==> src/sv/rwn_pkg.sv <==
package rwn_pkg;

    // sizing
    localparam int DEFAULT_MAX_SAMPLES = 64;
    localparam int FW        = 20;       // result field width
    localparam int RW        = 18;       // scaled correlation magnitude width
    localparam int JW        = 5;        // root search bit index width
    localparam int OW        = RW + 1;   // odd probe width
    localparam int DOT_LIMIT = 196608;
    localparam int Q16_ONE   = 65536;
    localparam int OUT_LOW   = -131072;
    localparam int OUT_HIGH  = 262144;
    localparam int DVW       = 36;       // robust dividend width
    localparam int DSW       = 22;       // robust divisor width
    localparam int DCW       = 6;        // divider step counter width

    // controller states
    typedef enum logic [4:0] {
        ST_ACC,
        ST_PROD,
        ST_DRAIN,
        ST_CHK,
        ST_P_GO,
        ST_P_WAIT,
        ST_T_GO,
        ST_T_WAIT,
        ST_CAND,
        ST_1_GO,
        ST_1_WAIT,
        ST_2_GO,
        ST_2_WAIT,
        ST_CMP,
        ST_DIV_GO,
        ST_DIV_WAIT,
        ST_EMIT
    } state_t;

    // end-of-window product terms
    typedef enum logic [3:0] {
        PR_NEA = 4'd0,
        PR_NEB = 4'd1,
        PR_NX  = 4'd2,
        PR_SRA = 4'd3,
        PR_SGA = 4'd4,
        PR_SBA = 4'd5,
        PR_SRB = 4'd6,
        PR_SGB = 4'd7,
        PR_SBB = 4'd8,
        PR_XR  = 4'd9,
        PR_XG  = 4'd10,
        PR_XB  = 4'd11
    } prod_t;

    typedef enum logic [1:0] {
        G_NA,
        G_NB,
        G_C
    } grp_t;

    // serial multiplier jobs
    typedef enum logic [1:0] {
        MS_P,
        MS_T,
        MS_1,
        MS_2
    } mul_sel_t;

    typedef struct packed {
        logic            acc_en;
        logic            clear;
        logic            prod_issue;
        prod_t           prod_k;
        logic            chk;
        logic            mul_start;
        mul_sel_t        mul_sel;
        logic            store_p;
        logic            store_t;
        logic [JW-1:0]   bit_idx;
        logic            cmp_update;
        logic            div_start;
        logic            load_out;
    } cmd_t;

    typedef struct packed {
        logic zero_case;
        logic cand_ok;
        logic mul_busy;
        logic div_busy;
        logic cmp_le;
    } status_t;

endpackage

==> src/sv/rwn_in_if.sv <==
interface rwn_in_if;
    logic       valid;
    logic       ready;
    logic [7:0] red_a;
    logic [7:0] green_a;
    logic [7:0] blue_a;
    logic [7:0] red_b;
    logic [7:0] green_b;
    logic [7:0] blue_b;
    logic       last_sample;

    modport source (
        output valid, red_a, green_a, blue_a, red_b, green_b, blue_b, last_sample,
        input  ready
    );
    modport sink (
        input  valid, red_a, green_a, blue_a, red_b, green_b, blue_b, last_sample,
        output ready
    );
endinterface

==> src/sv/rwn_out_if.sv <==
interface rwn_out_if;
    logic               valid;
    logic               ready;
    logic signed [19:0] dissimilarity;
    logic signed [19:0] robust_dissimilarity;
    logic               robust_invalid;
    logic               overflowed;

    modport source (
        output valid, dissimilarity, robust_dissimilarity, robust_invalid, overflowed,
        input  ready
    );
    modport sink (
        input  valid, dissimilarity, robust_dissimilarity, robust_invalid, overflowed,
        output ready
    );
endinterface

==> src/sv/rwn_ctrl.sv <==
module rwn_ctrl (
    input  logic             clk,
    input  logic             rst_n,
    input  logic             in_valid,
    input  logic             in_last,
    input  logic             out_ready,
    input  rwn_pkg::status_t status,
    output rwn_pkg::cmd_t    cmd,
    output logic             in_ready,
    output logic             out_valid
);

    rwn_pkg::state_t                state_reg, state_next;
    rwn_pkg::prod_t                 k_reg;
    logic [rwn_pkg::JW-1:0]         j_reg;
    logic                           out_valid_reg;
    logic                           accept;
    logic                           emit_go;

    assign in_ready  = (state_reg == rwn_pkg::ST_ACC);
    assign accept    = in_valid && in_ready;
    assign emit_go   = (state_reg == rwn_pkg::ST_EMIT) && (!out_valid_reg || out_ready);
    assign out_valid = out_valid_reg;

    // next state
    always_comb
    begin
        state_next = state_reg;
        unique case (state_reg)
            rwn_pkg::ST_ACC:
            begin
                if (accept && in_last)
                    state_next = rwn_pkg::ST_PROD;
            end
            rwn_pkg::ST_PROD:
            begin
                if (k_reg == rwn_pkg::PR_XB)
                    state_next = rwn_pkg::ST_DRAIN;
            end
            rwn_pkg::ST_DRAIN: state_next = rwn_pkg::ST_CHK;
            rwn_pkg::ST_CHK:
            begin
                if (status.zero_case)
                    state_next = rwn_pkg::ST_DIV_GO;
                else
                    state_next = rwn_pkg::ST_P_GO;
            end
            rwn_pkg::ST_P_GO: state_next = rwn_pkg::ST_P_WAIT;
            rwn_pkg::ST_P_WAIT:
            begin
                if (!status.mul_busy)
                    state_next = rwn_pkg::ST_T_GO;
            end
            rwn_pkg::ST_T_GO: state_next = rwn_pkg::ST_T_WAIT;
            rwn_pkg::ST_T_WAIT:
            begin
                if (!status.mul_busy)
                    state_next = rwn_pkg::ST_CAND;
            end
            rwn_pkg::ST_CAND:
            begin
                if (status.cand_ok)
                    state_next = rwn_pkg::ST_1_GO;
                else if (j_reg == '0)
                    state_next = rwn_pkg::ST_DIV_GO;
            end
            rwn_pkg::ST_1_GO: state_next = rwn_pkg::ST_1_WAIT;
            rwn_pkg::ST_1_WAIT:
            begin
                if (!status.mul_busy)
                    state_next = rwn_pkg::ST_2_GO;
            end
            rwn_pkg::ST_2_GO: state_next = rwn_pkg::ST_2_WAIT;
            rwn_pkg::ST_2_WAIT:
            begin
                if (!status.mul_busy)
                    state_next = rwn_pkg::ST_CMP;
            end
            rwn_pkg::ST_CMP:
            begin
                if (j_reg == '0)
                    state_next = rwn_pkg::ST_DIV_GO;
                else
                    state_next = rwn_pkg::ST_CAND;
            end
            rwn_pkg::ST_DIV_GO: state_next = rwn_pkg::ST_DIV_WAIT;
            rwn_pkg::ST_DIV_WAIT:
            begin
                if (!status.div_busy)
                    state_next = rwn_pkg::ST_EMIT;
            end
            rwn_pkg::ST_EMIT:
            begin
                if (emit_go)
                    state_next = rwn_pkg::ST_ACC;
            end
            default: state_next = rwn_pkg::ST_ACC;
        endcase
    end

    // datapath commands
    always_comb
    begin
        cmd            = '0;
        cmd.acc_en     = accept;
        cmd.prod_k     = k_reg;
        cmd.bit_idx    = j_reg;
        unique case (state_reg)
            rwn_pkg::ST_PROD:     cmd.prod_issue = 1'b1;
            rwn_pkg::ST_CHK:      cmd.chk = 1'b1;
            rwn_pkg::ST_P_GO:
            begin
                cmd.mul_start = 1'b1;
                cmd.mul_sel   = rwn_pkg::MS_P;
            end
            rwn_pkg::ST_P_WAIT:   cmd.store_p = !status.mul_busy;
            rwn_pkg::ST_T_GO:
            begin
                cmd.mul_start = 1'b1;
                cmd.mul_sel   = rwn_pkg::MS_T;
            end
            rwn_pkg::ST_T_WAIT:   cmd.store_t = !status.mul_busy;
            rwn_pkg::ST_1_GO:
            begin
                cmd.mul_start = 1'b1;
                cmd.mul_sel   = rwn_pkg::MS_1;
            end
            rwn_pkg::ST_2_GO:
            begin
                cmd.mul_start = 1'b1;
                cmd.mul_sel   = rwn_pkg::MS_2;
            end
            rwn_pkg::ST_CMP:      cmd.cmp_update = 1'b1;
            rwn_pkg::ST_DIV_GO:   cmd.div_start = 1'b1;
            rwn_pkg::ST_EMIT:
            begin
                cmd.load_out = emit_go;
                cmd.clear    = emit_go;
            end
            default:
            begin
                cmd.chk = 1'b0;
            end
        endcase
    end

    // state, counters and output valid
    always_ff @(posedge clk or negedge rst_n)
    begin
        if (!rst_n)
        begin
            state_reg     <= rwn_pkg::ST_ACC;
            k_reg         <= rwn_pkg::PR_NEA;
            j_reg         <= '0;
            out_valid_reg <= 1'b0;
        end
        else
        begin
            state_reg <= state_next;
            if (state_reg == rwn_pkg::ST_ACC)
                k_reg <= rwn_pkg::PR_NEA;
            else if (state_reg == rwn_pkg::ST_PROD)
                k_reg <= rwn_pkg::prod_t'(k_reg + 4'd1);

            if (state_reg == rwn_pkg::ST_T_WAIT)
                j_reg <= rwn_pkg::JW'(rwn_pkg::RW - 1);
            else if ((state_reg == rwn_pkg::ST_CMP ||
                      (state_reg == rwn_pkg::ST_CAND && !status.cand_ok)) && j_reg != '0)
                j_reg <= j_reg - 1'b1;

            if (emit_go)
                out_valid_reg <= 1'b1;
            else if (out_ready)
                out_valid_reg <= 1'b0;
        end
    end

endmodule

==> src/sv/rwn_dpath.sv <==
module rwn_dpath #(
    parameter int MAX_SAMPLES = rwn_pkg::DEFAULT_MAX_SAMPLES
) (
    input  logic                      clk,
    input  logic                      rst_n,
    input  rwn_pkg::cmd_t             cmd,
    input  logic [7:0]                red_a,
    input  logic [7:0]                green_a,
    input  logic [7:0]                blue_a,
    input  logic [7:0]                red_b,
    input  logic [7:0]                green_b,
    input  logic [7:0]                blue_b,
    output rwn_pkg::status_t          status,
    output logic [rwn_pkg::FW-1:0]    dissimilarity,
    output logic [rwn_pkg::FW-1:0]    robust_dissimilarity,
    output logic                      robust_invalid,
    output logic                      overflowed
);

    localparam int CW  = $clog2(MAX_SAMPLES + 1);
    localparam int SW  = 8 + CW;
    localparam int EW  = 18 + CW;
    localparam int NW  = EW + CW;
    localparam int MBW = NW + 19;
    localparam int LW  = 2 * NW + 40;
    localparam int FW  = rwn_pkg::FW;
    localparam int RW  = rwn_pkg::RW;
    localparam int OW  = rwn_pkg::OW;
    localparam int DVW = rwn_pkg::DVW;
    localparam int DSW = rwn_pkg::DSW;
    localparam int DCW = rwn_pkg::DCW;

    // window accumulators
    logic [CW-1:0]        count_reg;
    logic                 ovf_reg;
    logic [SW-1:0]        sra_reg, sga_reg, sba_reg, srb_reg, sgb_reg, sbb_reg;
    logic [EW-1:0]        ea_reg, eb_reg, x_reg;
    logic                 full;
    logic [17:0]          sq_a, sq_b, sq_x;

    // product phase
    logic [SW-1:0]        op_a;
    logic [EW-1:0]        op_b;
    rwn_pkg::grp_t        grp, prod_grp_reg;
    logic                 sub, prod_sub_reg, prod_vld_reg;
    logic [SW+EW-1:0]     prod_full;
    logic [NW-1:0]        prod_reg;
    logic [NW-1:0]        na_reg, nb_reg;
    logic signed [NW:0]   c_reg;
    logic signed [NW:0]   c_abs;
    logic [NW-1:0]        mag;
    logic [MBW-1:0]       m2;

    // root search
    logic [RW-1:0]        r_reg, cand;
    logic [OW-1:0]        odd;
    logic [LW-1:0]        mul_a_reg, mul_acc_reg, p_reg, t_reg;
    logic [MBW-1:0]       mul_b_reg;

    // robust form
    logic signed [RW:0]   rs;
    logic signed [20:0]   d_w, d_reg;
    logic signed [22:0]   den_w;
    logic [20:0]          d_neg;
    logic [18:0]          d_abs;
    logic                 inv_w, inv_reg, neg_reg;
    logic [DVW-1:0]       quo_reg, neg_q;
    logic [DSW-1:0]       rem_reg, div_reg;
    logic [DCW-1:0]       dcnt_reg;
    logic [DSW:0]         trial;
    logic [FW-1:0]        rob_w;
    logic [FW-1:0]        dis_out_reg, rob_out_reg;
    logic                 inv_out_reg, ovf_out_reg;

    assign full = (count_reg == CW'(MAX_SAMPLES));
    assign sq_a = 18'(16'(red_a) * 16'(red_a)) + 18'(16'(green_a) * 16'(green_a))
                + 18'(16'(blue_a) * 16'(blue_a));
    assign sq_b = 18'(16'(red_b) * 16'(red_b)) + 18'(16'(green_b) * 16'(green_b))
                + 18'(16'(blue_b) * 16'(blue_b));
    assign sq_x = 18'(16'(red_a) * 16'(red_b)) + 18'(16'(green_a) * 16'(green_b))
                + 18'(16'(blue_a) * 16'(blue_b));

    // per-sample accumulation
    always_ff @(posedge clk or negedge rst_n)
    begin
        if (!rst_n)
        begin
            count_reg <= '0;
            ovf_reg   <= 1'b0;
            sra_reg   <= '0;
            sga_reg   <= '0;
            sba_reg   <= '0;
            srb_reg   <= '0;
            sgb_reg   <= '0;
            sbb_reg   <= '0;
            ea_reg    <= '0;
            eb_reg    <= '0;
            x_reg     <= '0;
        end
        else if (cmd.clear)
        begin
            count_reg <= '0;
            ovf_reg   <= 1'b0;
            sra_reg   <= '0;
            sga_reg   <= '0;
            sba_reg   <= '0;
            srb_reg   <= '0;
            sgb_reg   <= '0;
            sbb_reg   <= '0;
            ea_reg    <= '0;
            eb_reg    <= '0;
            x_reg     <= '0;
        end
        else if (cmd.acc_en)
        begin
            if (full)
                ovf_reg <= 1'b1;
            else
            begin
                count_reg <= count_reg + 1'b1;
                sra_reg   <= sra_reg + SW'(red_a);
                sga_reg   <= sga_reg + SW'(green_a);
                sba_reg   <= sba_reg + SW'(blue_a);
                srb_reg   <= srb_reg + SW'(red_b);
                sgb_reg   <= sgb_reg + SW'(green_b);
                sbb_reg   <= sbb_reg + SW'(blue_b);
                ea_reg    <= ea_reg + EW'(sq_a);
                eb_reg    <= eb_reg + EW'(sq_b);
                x_reg     <= x_reg + EW'(sq_x);
            end
        end
    end

    // product operand select
    always_comb
    begin
        op_a = '0;
        op_b = '0;
        grp  = rwn_pkg::G_NA;
        sub  = 1'b1;
        case (cmd.prod_k)
            rwn_pkg::PR_NEA:
            begin
                op_a = SW'(count_reg); op_b = ea_reg; grp = rwn_pkg::G_NA; sub = 1'b0;
            end
            rwn_pkg::PR_NEB:
            begin
                op_a = SW'(count_reg); op_b = eb_reg; grp = rwn_pkg::G_NB; sub = 1'b0;
            end
            rwn_pkg::PR_NX:
            begin
                op_a = SW'(count_reg); op_b = x_reg; grp = rwn_pkg::G_C; sub = 1'b0;
            end
            rwn_pkg::PR_SRA: begin op_a = sra_reg; op_b = EW'(sra_reg); grp = rwn_pkg::G_NA; end
            rwn_pkg::PR_SGA: begin op_a = sga_reg; op_b = EW'(sga_reg); grp = rwn_pkg::G_NA; end
            rwn_pkg::PR_SBA: begin op_a = sba_reg; op_b = EW'(sba_reg); grp = rwn_pkg::G_NA; end
            rwn_pkg::PR_SRB: begin op_a = srb_reg; op_b = EW'(srb_reg); grp = rwn_pkg::G_NB; end
            rwn_pkg::PR_SGB: begin op_a = sgb_reg; op_b = EW'(sgb_reg); grp = rwn_pkg::G_NB; end
            rwn_pkg::PR_SBB: begin op_a = sbb_reg; op_b = EW'(sbb_reg); grp = rwn_pkg::G_NB; end
            rwn_pkg::PR_XR:  begin op_a = sra_reg; op_b = EW'(srb_reg); grp = rwn_pkg::G_C;  end
            rwn_pkg::PR_XG:  begin op_a = sga_reg; op_b = EW'(sgb_reg); grp = rwn_pkg::G_C;  end
            rwn_pkg::PR_XB:  begin op_a = sba_reg; op_b = EW'(sbb_reg); grp = rwn_pkg::G_C;  end
            default:         begin op_a = '0; op_b = '0; end
        endcase
    end

    assign prod_full = op_a * op_b;

    // registered product, then accumulate into the centered sums
    always_ff @(posedge clk or negedge rst_n)
    begin
        if (!rst_n)
        begin
            prod_vld_reg <= 1'b0;
            na_reg       <= '0;
            nb_reg       <= '0;
            c_reg        <= '0;
        end
        else
        begin
            prod_vld_reg <= cmd.prod_issue;
            if (cmd.clear)
            begin
                na_reg <= '0;
                nb_reg <= '0;
                c_reg  <= '0;
            end
            else if (prod_vld_reg)
            begin
                case (prod_grp_reg)
                    rwn_pkg::G_NA: na_reg <= prod_sub_reg ? na_reg - prod_reg : na_reg + prod_reg;
                    rwn_pkg::G_NB: nb_reg <= prod_sub_reg ? nb_reg - prod_reg : nb_reg + prod_reg;
                    default:
                    begin
                        if (prod_sub_reg)
                            c_reg <= c_reg - $signed({1'b0, prod_reg});
                        else
                            c_reg <= c_reg + $signed({1'b0, prod_reg});
                    end
                endcase
            end
        end
    end

    always_ff @(posedge clk)
    begin
        prod_reg     <= prod_full[NW-1:0];
        prod_grp_reg <= grp;
        prod_sub_reg <= sub;
    end

    // magnitude of the cross term, doubled target root 3*|c|*2^17
    assign c_abs = c_reg[NW] ? -c_reg : c_reg;
    assign mag   = c_abs[NW-1:0];
    assign m2    = MBW'({mag, 18'b0}) + MBW'({mag, 17'b0});

    // candidate bit for the root search
    assign cand  = r_reg | (RW'(1) << cmd.bit_idx);
    assign odd   = {cand, 1'b0} - OW'(1);

    // bit-serial shift-add multiplier
    always_ff @(posedge clk or negedge rst_n)
    begin
        if (!rst_n)
            mul_b_reg <= '0;
        else if (cmd.mul_start)
        begin
            case (cmd.mul_sel)
                rwn_pkg::MS_P: mul_b_reg <= MBW'(nb_reg);
                rwn_pkg::MS_T: mul_b_reg <= m2;
                default:       mul_b_reg <= MBW'(odd);
            endcase
        end
        else if (mul_b_reg != '0)
            mul_b_reg <= mul_b_reg >> 1;
    end

    always_ff @(posedge clk)
    begin
        if (cmd.mul_start)
        begin
            mul_acc_reg <= '0;
            case (cmd.mul_sel)
                rwn_pkg::MS_P: mul_a_reg <= LW'(na_reg);
                rwn_pkg::MS_T: mul_a_reg <= LW'(m2);
                rwn_pkg::MS_1: mul_a_reg <= p_reg;
                default:       mul_a_reg <= mul_acc_reg;
            endcase
        end
        else if (mul_b_reg != '0)
        begin
            if (mul_b_reg[0])
                mul_acc_reg <= mul_acc_reg + mul_a_reg;
            mul_a_reg <= mul_a_reg << 1;
        end
        if (cmd.store_p)
            p_reg <= mul_acc_reg;
        if (cmd.store_t)
            t_reg <= mul_acc_reg;
    end

    // root search result
    always_ff @(posedge clk)
    begin
        if (cmd.chk)
            r_reg <= '0;
        else if (cmd.cmp_update && status.cmp_le)
            r_reg <= cand;
    end

    // robust denominator setup
    assign rs    = c_reg[NW] ? -$signed({1'b0, r_reg}) : $signed({1'b0, r_reg});
    assign d_w   = 21'(rwn_pkg::Q16_ONE) - {{2{rs[RW]}}, rs};
    assign den_w = 23'(rwn_pkg::Q16_ONE) + {{1{d_w[20]}}, d_w, 1'b0} + {{2{d_w[20]}}, d_w};
    assign inv_w = den_w[22] || (den_w == '0);
    assign d_neg = -d_w;
    assign d_abs = d_w[20] ? d_neg[18:0] : d_w[18:0];

    // restoring divider, one quotient bit per cycle
    assign trial = {rem_reg, quo_reg[DVW-1]} - {1'b0, div_reg};

    always_ff @(posedge clk or negedge rst_n)
    begin
        if (!rst_n)
            dcnt_reg <= '0;
        else if (cmd.div_start)
            dcnt_reg <= DCW'(DVW);
        else if (dcnt_reg != '0)
            dcnt_reg <= dcnt_reg - 1'b1;
    end

    always_ff @(posedge clk)
    begin
        if (cmd.div_start)
        begin
            d_reg   <= d_w;
            inv_reg <= inv_w;
            neg_reg <= d_w[20];
            quo_reg <= DVW'({d_abs, 17'b0}) + DVW'(den_w[20:0]);
            rem_reg <= '0;
            div_reg <= {den_w[20:0], 1'b0};
        end
        else if (dcnt_reg != '0)
        begin
            if (!trial[DSW])
            begin
                rem_reg <= trial[DSW-1:0];
                quo_reg <= {quo_reg[DVW-2:0], 1'b1};
            end
            else
            begin
                rem_reg <= {rem_reg[DSW-2:0], quo_reg[DVW-1]};
                quo_reg <= {quo_reg[DVW-2:0], 1'b0};
            end
        end
    end

    // sign and saturate the robust quotient
    assign neg_q = DVW'(0) - quo_reg;

    always_comb
    begin
        rob_w = '0;
        if (inv_reg)
            rob_w = '0;
        else if (neg_reg)
            rob_w = (quo_reg > DVW'(-rwn_pkg::OUT_LOW)) ? FW'(rwn_pkg::OUT_LOW) : neg_q[FW-1:0];
        else
            rob_w = (quo_reg > DVW'(rwn_pkg::OUT_HIGH)) ? FW'(rwn_pkg::OUT_HIGH) : quo_reg[FW-1:0];
    end

    // output word register
    always_ff @(posedge clk)
    begin
        if (cmd.load_out)
        begin
            dis_out_reg <= d_reg[FW-1:0];
            rob_out_reg <= rob_w;
            inv_out_reg <= inv_reg;
            ovf_out_reg <= ovf_reg;
        end
    end

    assign status.zero_case = (na_reg == '0) || (nb_reg == '0) || (c_reg == '0);
    assign status.cand_ok   = (cand <= RW'(rwn_pkg::DOT_LIMIT));
    assign status.mul_busy  = (mul_b_reg != '0);
    assign status.div_busy  = (dcnt_reg != '0);
    assign status.cmp_le    = (mul_acc_reg <= t_reg);

    assign dissimilarity        = dis_out_reg;
    assign robust_dissimilarity = rob_out_reg;
    assign robust_invalid       = inv_out_reg;
    assign overflowed           = ovf_out_reg;

endmodule

==> src/sv/rgb_window_ncc.sv <==
// rgb_window_ncc: dissimilarity of two RGB texture windows by normalized cross correlation
//
// samples (sink): one word per sample pair, red/green/blue of window a and of window b,
//   last_sample marks the final pair. Pairs past MAX_SAMPLES are dropped and flagged.
// result (source): one word per window: dissimilarity, robust_dissimilarity (signed Q16),
//   robust_invalid and overflowed.
// Throughput: one sample pair per cycle while a window accumulates.
// After the last pair the block stops taking words while it works out the result:
//   the product terms, then a bit-serial shift-add multiplier for the product of the
//   two energies, for the squared target and for two multiplies in each of the 18 root
//   search steps whose candidate stays within DOT_LIMIT, then a restoring divider.
//   A flat window skips the search.
// The result sits in an output register; the next window accumulates while it waits.
// A stalled receiver only holds the block back when a second result is ready.
// Reset clears all sums, the sample count, the overflow flag and the output valid.
module rgb_window_ncc #(
    parameter int MAX_SAMPLES = rwn_pkg::DEFAULT_MAX_SAMPLES
) (
    input  logic      clk,
    input  logic      rst_n,
    rwn_in_if.sink    samples,
    rwn_out_if.source result
);

    rwn_pkg::cmd_t    cmd;
    rwn_pkg::status_t status;

    // sequencer
    rwn_ctrl u_ctrl (
        .clk       (clk),
        .rst_n     (rst_n),
        .in_valid  (samples.valid),
        .in_last   (samples.last_sample),
        .out_ready (result.ready),
        .status    (status),
        .cmd       (cmd),
        .in_ready  (samples.ready),
        .out_valid (result.valid)
    );

    // arithmetic
    rwn_dpath #(
        .MAX_SAMPLES (MAX_SAMPLES)
    ) u_dpath (
        .clk                  (clk),
        .rst_n                (rst_n),
        .cmd                  (cmd),
        .red_a                (samples.red_a),
        .green_a              (samples.green_a),
        .blue_a               (samples.blue_a),
        .red_b                (samples.red_b),
        .green_b              (samples.green_b),
        .blue_b               (samples.blue_b),
        .status               (status),
        .dissimilarity        (result.dissimilarity),
        .robust_dissimilarity (result.robust_dissimilarity),
        .robust_invalid       (result.robust_invalid),
        .overflowed           (result.overflowed)
    );

    // checks
    a_invalid_zero: assert property (@(posedge clk) disable iff (!rst_n)
        result.valid && result.robust_invalid |-> result.robust_dissimilarity == '0)
        else $error("robust value not forced to zero");

    a_busy_after_last: assert property (@(posedge clk) disable iff (!rst_n)
        samples.valid && samples.ready && samples.last_sample |=> !samples.ready)
        else $error("sample taken during result computation");

    a_dis_range: assert property (@(posedge clk) disable iff (!rst_n)
        result.valid |-> result.dissimilarity >= -20'sd131072
                      && result.dissimilarity <= 20'sd262144)
        else $error("dissimilarity out of range");

endmodule
==> src/flat_wrapper.sv <==
// flat-port wrapper written by rule: the top's interface ports become plain ports
module rgb_window_ncc_flat 
#(
    parameter int MAX_SAMPLES = rwn_pkg::DEFAULT_MAX_SAMPLES
)
  (clk, rst_n, samples_valid, samples_red_a, samples_green_a, samples_blue_a, samples_red_b, samples_green_b, samples_blue_b, samples_last_sample, samples_ready, result_valid, result_dissimilarity, result_robust_dissimilarity, result_robust_invalid, result_overflowed, result_ready);
  rwn_in_if samples_i ();
  rwn_out_if result_i ();
  input  logic clk;
  input  logic rst_n;
  input wire logic [$bits(samples_i.valid)-1:0] samples_valid;
  input wire logic [$bits(samples_i.red_a)-1:0] samples_red_a;
  input wire logic [$bits(samples_i.green_a)-1:0] samples_green_a;
  input wire logic [$bits(samples_i.blue_a)-1:0] samples_blue_a;
  input wire logic [$bits(samples_i.red_b)-1:0] samples_red_b;
  input wire logic [$bits(samples_i.green_b)-1:0] samples_green_b;
  input wire logic [$bits(samples_i.blue_b)-1:0] samples_blue_b;
  input wire logic [$bits(samples_i.last_sample)-1:0] samples_last_sample;
  output wire logic [$bits(samples_i.ready)-1:0] samples_ready;
  output wire logic [$bits(result_i.valid)-1:0] result_valid;
  output wire logic [$bits(result_i.dissimilarity)-1:0] result_dissimilarity;
  output wire logic [$bits(result_i.robust_dissimilarity)-1:0] result_robust_dissimilarity;
  output wire logic [$bits(result_i.robust_invalid)-1:0] result_robust_invalid;
  output wire logic [$bits(result_i.overflowed)-1:0] result_overflowed;
  input wire logic [$bits(result_i.ready)-1:0] result_ready;
  assign samples_i.valid = samples_valid;
  assign samples_i.red_a = samples_red_a;
  assign samples_i.green_a = samples_green_a;
  assign samples_i.blue_a = samples_blue_a;
  assign samples_i.red_b = samples_red_b;
  assign samples_i.green_b = samples_green_b;
  assign samples_i.blue_b = samples_blue_b;
  assign samples_i.last_sample = samples_last_sample;
  assign samples_ready = samples_i.ready;
  assign result_valid = result_i.valid;
  assign result_dissimilarity = result_i.dissimilarity;
  assign result_robust_dissimilarity = result_i.robust_dissimilarity;
  assign result_robust_invalid = result_i.robust_invalid;
  assign result_overflowed = result_i.overflowed;
  assign result_i.ready = result_ready;
  rgb_window_ncc #(.MAX_SAMPLES(MAX_SAMPLES)) u_core (.clk(clk), .rst_n(rst_n), .samples(samples_i), .result(result_i));
endmodule
==> config.mk <==
export PLATFORM = sky130hd
export DESIGN_NAME = rgb_window_ncc_flat
export DESIGN_NICKNAME = d
export VERILOG_FILES = /design/src/sv/rwn_pkg.sv /design/src/sv/rwn_in_if.sv /design/src/sv/rwn_out_if.sv /design/src/sv/rwn_ctrl.sv /design/src/sv/rwn_dpath.sv /design/src/sv/rgb_window_ncc.sv /design/src/flat_wrapper.sv
export SDC_FILE = /design/constraint.sdc
export NUM_CORES = 2
export LEC_CHECK = 0
export BUFFER_PORTS_ARGS = -buffer_cell sky130_fd_sc_hd__buf_2
export CORE_ASPECT_RATIO = 0.5
export CORE_UTILIZATION = 25
export CTS_BUF_LIST = sky130_fd_sc_hd__clkbuf_4 sky130_fd_sc_hd__clkbuf_8 sky130_fd_sc_hd__clkbuf_16
export DETAILED_ROUTE_END_ITERATION = 7
export SYNTH_ARGS = -nofsm -noshare
export SYNTH_HDL_FRONTEND = slang
export SYNTH_HIERARCHICAL = 1
export SYNTH_SLANG_ARGS = --single-unit
==> constraint.sdc <==
create_clock -name clk -period 11.4 [get_ports clk]
set_input_delay 1.14 -clock clk [delete_from_list [all_inputs] [get_ports clk]]
set_output_delay 1.14 -clock clk [all_outputs]
set_load 0.02 [all_outputs]
==> flow_summary.ini <==
[worst_setup_path]
critPathKind = reg -> reg
path_buf_inv = 4
slowest_delay_ns = 1.04
rr_worst_depth = 27
cp-start-kind = flip-flop
cp_common_cell = fa_1
cp_top_family = adder cells
cp.depth = 27
end_kind = flip-flop
cp_max_fo = 26
slowest_stage = dfrtp_1
cp.arrival_ns = 10.14
cp_data_required_time_ns = 12.04

[finish]
n_fill_cell = 37789
layout-drive-gt1-share_pct = 5.546
fin_area_mm2 = 0.09971
syn_to_final_growth_pct = 10.72
final_nets = 11268
layout.cells.non_filler = 14529

[global_routing]
grt_max_degree = 168
grt_antenna_before_repair = 11
grt_overflow = 0
grt_usage_pct = 13.90
grt_pass1_wl_mm = 407.0
first_global_vias = 71113

[drt]
wl_per_cell_um = 17.66
dr.pass1.iters = 8
dr_total_vias = 70306
vias_per_cell = 4.839
drt_iter0_markers = 5025
antenna_left = 0
drt-total-wl_mm = 256.6
drcViolationCount = 0

[die]
dieWidth_um = 850.8
std_cell_rows = 155
io_pins = 97
start_util_pct = 25.18
core_area_mm2 = 0.3576
die_h_um = 426.4
dieArea_mm2 = 0.3628

[placement]
dpl_cell_area_mm2 = 0.09591
dp.cells = 14326
dp_hpwl_mm = 194.3
globalplace.congestion = 0.9160
port-buffer-count = 96
pre_cts_ws_ns = 2.112

[synthesis]
synth_cells = 9722
yosys_warnings = 6
syn_area_per_cell_um2 = 9.263
syn-cell-area_mm2 = 0.09006

[timing]
slew_violations = 0
finalSetupViolations = 0
worst_slew_pin_slew_ns = 1.284
grt_setup_unrepaired = false
layout_setup_ws_ns = 1.902
min_period_over_period_pct = 83.32
layout_min_cycle_time_ns = 9.498
hold_viol = 0
fmax_ghz = 0.1053
tns_ns = 0
fin_worst_skew_ns = 0.1037
slew_headroom_pct = 14.42

[clocking]
htree_levels = 3
cts.reportedPaths.clkPinSlew_ns = 0.06
numCtsBuffers = 104
cts_tree = built
post_cts_buffers = 0
ctsResizeCount = 0
clk_path_buf_depth = 3
clkLatencyLatePin_ns = 0.79
clock-sinks = 953
hold_buffers = 0
cts_root_buf = clkbuf_16

[flow_run]
drv_cap = 0

[hold_path]
min_path_type = in -> async

[run_status]
outcome = completed
## cell usage in the layout (no fill, tap or decap), types with 179 or more instances in the layout
cell type  count
nor2_1       775
edfxtp_1     431
o21ai_0      266
and2_1       278
inv_1       1194
dfxtp_1      179
nand2_1      941
xnor2_1      358
dfrtp_1      341
fa_1         756
a21oi_1      697
a21o_1       184
mux2i_1      179
ha_1         815
## stage by stage
| stage | hold WS, ns | utilization [%] |
|---|---|---|
| after floorplan | 0.4003 | - |
| after global placement | 0.4014 | 26.82 |
| after CTS | 0.3699 | 27.88 |
| after detailed placement | 0.4062 | 26.82 |
| after global routing | 0.4303 | 27.88 |
| final | 0.4117 | 27.88 |
## final cells by class
cell class | count | area [um2] | share of cell area, %
inverter | 1199 | 4503 | 4.516
clock inverter | 55 | 792.0 | 0.7943
timing repair buffer | 175 | 1134 | 1.137
multi-input combinational | 7211 | 59170 | 59.35
antenna | 5 | 12.51 | 0.01255
sequential | 953 | 25110 | 25.19
tap | 4788 | 5991 | 6.008
clock buffer | 143 | 2988 | 2.997
## routing by layer
| layer | share of wire (%) | track usage [%] | vias up |
|---|---|---|---|
| met3 | 4.9 | 1.557 | 390 |
| met5 | 0 | 0 | - |
| li1 | - | - | 33036 |
| met1 | 45 | 18.59 | 35069 |
| met2 | 47 | 23.79 | 1811 |
| met4 | 3.0 | 3.935 | 0 |
## final timing paths
check / startpoint / endpoint / slack [ns]
max reg2reg: u_core/u_ctrl/k_reg[1] / u_core/u_dpath/prod_reg[31] / 1.90
min in group clk: u_core/u_dpath/d_reg[7] / u_core/u_dpath/dissimilarity[7] / 0.42
min reg2reg: u_core/u_dpath/d_reg[7] / u_core/u_dpath/dissimilarity[7] / 0.42
max in group asynchronous: rst_n / u_core/u_dpath/sra_reg[14] / 8.69
max: u_core/u_ctrl/k_reg[1] / u_core/u_dpath/prod_reg[31] / 1.90
min: rst_n / u_core/u_dpath/mul_b_reg[29] / 0.41
Power is not shown: default switching activity piles up to over one toggle a cycle in this logic, so the estimate is an artifact.
